File: src/sv/bfc_pkg.sv
package bfc_pkg;

    localparam int POS_W = 17;
    localparam logic [POS_W-1:0] POS_MAX = {POS_W{1'b1}};

    localparam int CFG_INDEX_W = 2;
    localparam int CFG_DATA_W  = 16;

    localparam logic [CFG_INDEX_W-1:0] CFG_START_MARKER    = 2'd0;
    localparam logic [CFG_INDEX_W-1:0] CFG_STOP_MARKER     = 2'd1;
    localparam logic [CFG_INDEX_W-1:0] CFG_EXPECTED_LENGTH = 2'd2;

    typedef enum logic [2:0] {
        ERR_NONE     = 3'd0,
        ERR_START    = 3'd1,
        ERR_DECLARED = 3'd2,
        ERR_TOTAL    = 3'd3,
        ERR_PARITY   = 3'd4,
        ERR_STOP     = 3'd5
    } error_code_t;

    typedef struct packed {
        logic [7:0] rx_byte;
        logic       end_of_frame;
    } in_item_t;

    typedef struct packed {
        logic [7:0]  payload_byte;
        logic        payload_valid;
        logic        frame_done;
        logic        frame_ok;
        error_code_t error_code;
    } out_item_t;

    typedef struct packed {
        logic [7:0]  start_marker;
        logic [7:0]  stop_marker;
        logic [15:0] expected_length;
    } cfg_t;

endpackage

File: src/sv/bfc_cfg_regs.sv
module bfc_cfg_regs (
    input  logic                             clk,
    input  logic                             rst_n,
    input  logic                             cfg_write_en,
    input  logic [bfc_pkg::CFG_INDEX_W-1:0]  cfg_index,
    input  logic [bfc_pkg::CFG_DATA_W-1:0]   cfg_data,
    output bfc_pkg::cfg_t                    cfg
);

    bfc_pkg::cfg_t cfg_reg;
    bfc_pkg::cfg_t cfg_next;

    always_comb
    begin
        cfg_next = cfg_reg;
        if (cfg_write_en)
        begin
            case (cfg_index)
                bfc_pkg::CFG_START_MARKER:    cfg_next.start_marker    = cfg_data[7:0];
                bfc_pkg::CFG_STOP_MARKER:     cfg_next.stop_marker     = cfg_data[7:0];
                bfc_pkg::CFG_EXPECTED_LENGTH: cfg_next.expected_length = cfg_data[15:0];
                default:                      cfg_next = cfg_reg;
            endcase
        end
    end

    always_ff @(posedge clk or negedge rst_n)
    begin
        if (!rst_n)
        begin
            cfg_reg <= '0;
        end
        else
        begin
            cfg_reg <= cfg_next;
        end
    end

    assign cfg = cfg_reg;

endmodule

File: src/sv/bfc_check.sv
module bfc_check (
    input  logic                 clk,
    input  logic                 rst_n,
    input  bfc_pkg::cfg_t        cfg,
    input  bfc_pkg::in_item_t    item,
    input  logic                 step,
    output bfc_pkg::out_item_t   result
);

    logic [bfc_pkg::POS_W-1:0] pos_reg;
    logic [bfc_pkg::POS_W-1:0] pos_next;
    logic [7:0]                len_high_reg;
    logic [7:0]                len_high_next;
    logic [7:0]                parity_reg;
    logic [7:0]                parity_next;
    bfc_pkg::error_code_t      first_err_reg;
    bfc_pkg::error_code_t      first_err_next;

    logic [bfc_pkg::POS_W-1:0] parity_pos;
    logic [bfc_pkg::POS_W-1:0] stop_pos;
    bfc_pkg::error_code_t      err_found;
    bfc_pkg::error_code_t      err_byte;
    bfc_pkg::error_code_t      err_final;
    logic                      in_payload;

    assign parity_pos = {1'b0, cfg.expected_length} + bfc_pkg::POS_W'(3);
    assign stop_pos   = {1'b0, cfg.expected_length} + bfc_pkg::POS_W'(4);

    always_comb
    begin
        err_found     = bfc_pkg::ERR_NONE;
        in_payload    = 1'b0;
        len_high_next = len_high_reg;
        parity_next   = parity_reg;
        if (pos_reg == bfc_pkg::POS_W'(0))
        begin
            if (item.rx_byte != cfg.start_marker)
                err_found = bfc_pkg::ERR_START;
        end
        else if (pos_reg == bfc_pkg::POS_W'(1))
        begin
            len_high_next = item.rx_byte;
        end
        else if (pos_reg == bfc_pkg::POS_W'(2))
        begin
            if ({len_high_reg, item.rx_byte} != cfg.expected_length)
                err_found = bfc_pkg::ERR_DECLARED;
        end
        else if (pos_reg < parity_pos)
        begin
            in_payload  = 1'b1;
            parity_next = parity_reg ^ item.rx_byte;
        end
        else if (pos_reg == parity_pos)
        begin
            if (item.rx_byte != parity_reg)
                err_found = bfc_pkg::ERR_PARITY;
        end
        else if (pos_reg == stop_pos)
        begin
            if (item.rx_byte != cfg.stop_marker)
                err_found = bfc_pkg::ERR_STOP;
        end

        err_byte = (first_err_reg != bfc_pkg::ERR_NONE) ? first_err_reg : err_found;
        if (err_byte == bfc_pkg::ERR_NONE && pos_reg != stop_pos)
            err_final = bfc_pkg::ERR_TOTAL;
        else
            err_final = err_byte;

        if (item.end_of_frame)
        begin
            pos_next       = '0;
            len_high_next  = '0;
            parity_next    = '0;
            first_err_next = bfc_pkg::ERR_NONE;
        end
        else
        begin
            pos_next       = (pos_reg != bfc_pkg::POS_MAX) ? pos_reg + 1'b1 : pos_reg;
            first_err_next = err_byte;
        end
    end

    always_comb
    begin
        result.payload_byte  = in_payload ? item.rx_byte : 8'd0;
        result.payload_valid = in_payload;
        result.frame_done    = item.end_of_frame;
        result.frame_ok      = item.end_of_frame && (err_final == bfc_pkg::ERR_NONE);
        result.error_code    = item.end_of_frame ? err_final : bfc_pkg::ERR_NONE;
    end

    always_ff @(posedge clk or negedge rst_n)
    begin
        if (!rst_n)
        begin
            pos_reg       <= '0;
            len_high_reg  <= '0;
            parity_reg    <= '0;
            first_err_reg <= bfc_pkg::ERR_NONE;
        end
        else if (step)
        begin
            pos_reg       <= pos_next;
            len_high_reg  <= len_high_next;
            parity_reg    <= parity_next;
            first_err_reg <= first_err_next;
        end
    end

endmodule

File: src/sv/byte_frame_checker_xor_parity.sv
// channel | direction | handshake            | payload
// cfg     | in        | cfg_write_en         | cfg_index, cfg_data
// in      | in        | in_valid / in_ready  | in_item (rx_byte, end_of_frame)
// out     | out       | out_valid / out_ready| out_item (payload_byte .. error_code)
//
// One item per cycle sustained unless the output stalls; an item passes the input register, then the result register.
// Checking is a single pass of compares and an XOR between those two registers.
// Reset clears the config registers, the frame state and both valid flags, not the item registers.
// A stalled output holds its result; the input register keeps taking an item while
// the result register drains in the same cycle.
module byte_frame_checker_xor_parity (
    input  logic                             clk,
    input  logic                             rst_n,
    input  logic                             cfg_write_en,
    input  logic [bfc_pkg::CFG_INDEX_W-1:0]  cfg_index,
    input  logic [bfc_pkg::CFG_DATA_W-1:0]   cfg_data,
    input  logic                             in_valid,
    output logic                             in_ready,
    input  bfc_pkg::in_item_t                in_item,
    output logic                             out_valid,
    input  logic                             out_ready,
    output bfc_pkg::out_item_t               out_item
);

    bfc_pkg::cfg_t      cfg;
    bfc_pkg::in_item_t  in_item_reg;
    logic               in_valid_reg;
    logic               in_valid_next;
    bfc_pkg::out_item_t out_item_reg;
    logic               out_valid_reg;
    logic               out_valid_next;
    bfc_pkg::out_item_t result;
    logic               step;

    bfc_cfg_regs u_cfg (
        .clk          (clk),
        .rst_n        (rst_n),
        .cfg_write_en (cfg_write_en),
        .cfg_index    (cfg_index),
        .cfg_data     (cfg_data),
        .cfg          (cfg)
    );

    bfc_check u_check (
        .clk    (clk),
        .rst_n  (rst_n),
        .cfg    (cfg),
        .item   (in_item_reg),
        .step   (step),
        .result (result)
    );

    assign step     = in_valid_reg && (!out_valid_reg || out_ready);
    assign in_ready = !in_valid_reg || step;

    always_comb
    begin
        in_valid_next  = in_valid_reg;
        out_valid_next = out_valid_reg;
        if (in_ready)
            in_valid_next = in_valid;
        if (step)
            out_valid_next = 1'b1;
        else if (out_ready)
            out_valid_next = 1'b0;
    end

    always_ff @(posedge clk or negedge rst_n)
    begin
        if (!rst_n)
        begin
            in_valid_reg  <= 1'b0;
            out_valid_reg <= 1'b0;
        end
        else
        begin
            in_valid_reg  <= in_valid_next;
            out_valid_reg <= out_valid_next;
        end
    end

    always_ff @(posedge clk)
    begin
        if (in_ready && in_valid)
            in_item_reg <= in_item;
        if (step)
            out_item_reg <= result;
    end

    assign out_valid = out_valid_reg;
    assign out_item  = out_item_reg;

endmodule
File: config.mk
export PLATFORM = sky130hd
export DESIGN_NAME = byte_frame_checker_xor_parity
export DESIGN_NICKNAME = d
export VERILOG_FILES = /design/src/sv/bfc_pkg.sv /design/src/sv/bfc_cfg_regs.sv /design/src/sv/bfc_check.sv /design/src/sv/byte_frame_checker_xor_parity.sv
export SDC_FILE = /design/constraint.sdc
export NUM_CORES = 1
export LEC_CHECK = 0
export ABC_AREA = 1
export BUFFER_PORTS_ARGS = -buffer_cell sky130_fd_sc_hd__buf_2
export CAP_MARGIN = 20
export CORE_UTILIZATION = 55
export CTS_BUF_LIST = sky130_fd_sc_hd__clkbuf_4 sky130_fd_sc_hd__clkbuf_8
export CTS_CLUSTER_DIAMETER = 30
export DETAILED_ROUTE_END_ITERATION = 6
export GPL_TIMING_DRIVEN = 0
export HOLD_SLACK_MARGIN = 0.02
export PLACE_DENSITY = 0.77
export SLEW_MARGIN = 20
export SYNTH_ARGS = -nofsm -noshare
export SYNTH_HDL_FRONTEND = slang
export SYNTH_SLANG_ARGS = --single-unit
File: constraint.sdc
create_clock -name clk -period 2.9 [get_ports clk]
set_input_delay 0.435 -clock clk [delete_from_list [all_inputs] [get_ports clk]]
set_output_delay 0.435 -clock clk [all_outputs]
set_load 0.02 [all_outputs]
==> summary.txt <==
Timing
  – Minimum clock period: 3.07 ns
  – Fmax: 325 MHz
  – Post-route clock period utilization: 1.06
  – Max Clock Skew: 0.0177 ns
  – Measured slew at the worst slew-check pin: 0.685 ns
  – Fin. max-slew vios: 0
  – # setup viols final: 13
  – RSZ-0062 raised after global routing: true
  – Min Hold Slack: 0.223 ns
  – Max-slew headroom: 0.544
  – Final worst setup slack: -0.173 ns
  – Final hold violation count: 0

GRT
  – Initial antenna violation count: 0
  – Largest net degree at the start of global routing: 48
  – Global-route wire length before repair: 25.1 mm
  – Vias in the first global route: 5126
  – GRT Overall Usage: 0.298
  – Grt ovf: 0

Clock network
  – Root Buffer: clkbuf_8
  – CTS tree: built
  – Clk buf depth: 2
  – Sink Count: 93
  – CTS buffer count: 9
  – Clk slew on worst S/H paths: 0.11 ns
  – CTS H-Tree Depth: 3
  – Clk_lat worst skew: 0.38 ns

Placement
  – Port Buf Inserts: 47
  – Post-Place Cells: 925
  – Placement Setup Slack: -0.569 ns
  – DP HPWL: 11.5 mm
  – Final Wtd Congestion: 0.924

Die
  – Row cnt: 37
  – IO Count: 48
  – Die width: 105 um
  – Die ar.: 10900 um^2
  – Starting Density: 0.563
  – Die Span Y: 105 um
  – Core Region: 10300 um^2

Routing
  – WL per Instance: 16.1 um
  – Final WL: 15.6 mm
  – Initial drt markers: 397
  – Via count: 5337
  – Mean number of vias per cell: 5.53
  – DRC errors left: 0
  – Post-route ant nets: 0
  – Total iterations of the first detailed-routing run: 5

Critical path
  – Critical Path Most Common Cell: nand2_1
  – Critical R2R Launch: u_cfg.cfg[2]
  – Crit-path leading delay family: simple AND/OR/NAND/NOR gates
  – Total buffers and inverters traversed by the critical path: 3
  – Cell count along the critical path: 19
  – Critical path, cell by cell: ha_4 -> nand3_4 -> nor2_4 -> nand3_4 -> nor2_4 -> nand3_2 -> ha_4 -> nand4_1 -> buf_4 -> nor3_2 -> o21ai_2 -> nand2_1 -> nand2_1 -> nand2_2 -> inv_2 -> nand2_2 -> o21bai_1 -> nand2_1 -> inv_1
  – Critical path launch point type: flip-flop
  – Critical Path Source: u_cfg.cfg[2]
  – WP data required: 3.05 ns
  – CP Capture Type: flip-flop
  – R2R setup slack: -0.17 ns
  – Worst Setup EP: out_item[0]
  – Crit path DAT: 3.22 ns
  – Slowest cell on the critical path: dfrtp_1
  – CP Max Fanout: 4
  – Worst r2r path cells: 19
  – Critical Path Max Stage Delay: 0.42 ns
  – Crit Reg-Reg Endpoint: out_item[0]
  – Kind of critical path: reg -> reg

Run
  – Maxcap violations: 0

Yosys
  – Mux contribution to synthesized area: 0
  – EDFF count, synth: 23
  – Synth Area in XOR/XNOR: 0.0787
  – Async SR Flop Fraction: 0.753
  – Unique masters post-synth: 39
  – Post-synthesis compound-gate area fraction: 0.0932
  – Area leader, netlist: dfrtp_1
  – Main combinational cell family by area after synthesis: simple AND/OR/NAND/NOR gates
  – Main synth FF type: dfrtp_1
  – Mapped Area: 5790 um^2
  – Top-area cell type share of the netlist area: 0.303
  – Avg Inst Size Synth: 7.81 um^2
  – Syn nets: 797
  – Simple-Gate Fraction of Synth Area: 0.270
  – Syn Inst Count: 741
  – #FFs+latches synth: 93
  – Synth top area cells: dfrtp_1 (30%), edfxtp_1 (12%), nand2_1 (12%)
  – Synth Area in Adders: 0.0519
  – Seq/Total Area, Yosys: 0.422
  – Yosys warns: 0

Cells and area
  – Number of fill cells in the layout: 889
  – Layout Area Growth over Synthesis: 17.4%
  – Layout cell share with drive strength beyond 1: 0.197
  – Post-route insts no fill: 965
  – Layout Nets: 880
  – Max FFs per register: 32
  – # diodes: 0

Pwr
  – Max VDD drop: 0.419 mV
  – Pwr per Cell Area: 605 nW/um^2
  – Static leakage: 3.34 nW

Run status
  – Outcome: complete, but fails checks
  – Failing checks: setup timing

Worst hold path
  – Hold Crit Class: in -> reg
## worst register-to-register path, stage by stage, from the launching register on
cell,delay [ns]
dfrtp_1,0.42
ha_4,0.17
nand3_4,0.10
nor2_4,0.18
nand3_4,0.10
nor2_4,0.14
nand3_2,0.11
ha_4,0.29
nand4_1,0.22
buf_4,0.22
nor3_2,0.28
o21ai_2,0.12
nand2_1,0.09
nand2_1,0.06
nand2_2,0.07
inv_2,0.04
nand2_2,0.07
o21bai_1,0.06
nand2_1,0.06
inv_1,0.04
## through the flow
| step | utilization | power [mW] | instance area, um^2 | TNS (ns) |
|---|---|---|---|---|
| after global placement | 0.603 | 3.04 | 6190 | -4.91 |
| after detailed placement | 0.605 | 3.11 | 6220 | -7.41 |
| after floorplan | - | 2.71 | 5790 | 0 |
| after CTS | 0.644 | 4.05 | 6610 | -0.891 |
| after global routing | 0.661 | 4.36 | 6790 | -4.43 |
| final | 0.661 | 4.11 | 6790 | -1.59 |
## area by class of cell
type | instances | area [um^2] | area share
buffer | 18 | 85.1 | 0.0125
clock buffer | 9 | 124 | 0.0182
clock inverter | 7 | 76.3 | 0.0112
inverter | 109 | 409 | 0.0602
multi-input combinational | 520 | 3020 | 0.444
sequential | 93 | 2450 | 0.361
tap | 136 | 170 | 0.0251
timing repair buffer | 73 | 459 | 0.0676
## Yosys cell counts, types with 7 or more instances
master    instances
a21oi_1          31
clkbuf_1         14
dfrtp_1          70
edfxtp_1         23
ha_1             24
inv_1           103
nand2_1         180
nand2_2           7
nand3_1          28
nand4_1          19
nor2_1           65
nor2_2            7
nor3_1           11
o21ai_0          49
o22ai_1          10
xnor2_1          14
xor2_1           38
## how the worst min path moves through the flow
stage                             from                       to  slack (ns)  cells past startpoint
2_1_floorplan                    rst_n             in_valid_reg        0.14                      0
3_3_place_gp   u_check.len_high_reg[6]  u_check.len_high_reg[6]        0.49                      2
3_5_place_dp                     rst_n       u_check.pos_reg[8]        0.38                      1
4_1_cts                     in_item[0]           in_item_reg[0]        0.21                      1
5_1_grt                     in_item[0]           in_item_reg[0]        0.21                      1
6_report                    in_item[4]           in_item_reg[4]        0.22                      1
## what timing repair did
item,in CTS,in global routing
resized for setup,27,24
hold buffers,1,0
endpoints found under the setup margin,24,24
hold endpoints to repair,23,0
cloned,0,0
buffers inserted,10,14
pin swaps,15,20
## report_power, final
| part | internal, mW | switching, mW | total (mW) |
|---|---|---|---|
| clock | 0.342 | 0.540 | 0.881 |
| sequential | 1.59 | 0.189 | 1.78 |
| combinational | 0.514 | 0.935 | 1.45 |
## placed cells by master, fill, tap and decap left out, types with 3 or more instances in the layout
| cell type | count |
|---|---|
| nand3_4 | 3 |
| nor2_4 | 10 |
| clkbuf_8 | 9 |
| o21ai_0 | 47 |
| edfxtp_1 | 23 |
| nor2_1 | 59 |
| dfrtp_2 | 8 |
| xor2_1 | 38 |
| clkbuf_1 | 13 |
| nor4_1 | 6 |
| nor3_1 | 9 |
| nand4_1 | 19 |
| nand2_2 | 15 |
| buf_2 | 47 |
| dfrtp_1 | 62 |
| ha_1 | 21 |
| nor2_2 | 8 |
| inv_1 | 102 |
| a21oi_1 | 30 |
| nand2_1 | 172 |
| inv_8 | 3 |
| clkinv_4 | 3 |
| nand3_1 | 25 |
| o22ai_1 | 10 |
| buf_4 | 26 |
| inv_2 | 7 |
| nand3_2 | 5 |
| xnor2_1 | 14 |
## cells by family (layout without fill, tap and decap cells)
logic type                 after synthesis  in the layout
DFF                                     93             93
and+or+nand+nor                        343            343
buffers and inverters                  128            216
adders and majority gates               24             24
xor gates and xnor gates                52             52
AOI/OAI and AO/OA                      101            101
## layer usage
| metal | GRT usage | share of wire | up-vias |
|---|---|---|---|
| met1 | 0.368 | 0.39 | 2512 |
| met5 | 0 | 0 | - |
| met2 | 0.498 | 0.49 | 218 |
| met4 | 0.162 | 0.045 | 0 |
| met3 | 0.0530 | 0.076 | 56 |
| li1 | - | - | 2551 |
(Power assumes the default switching activity.)
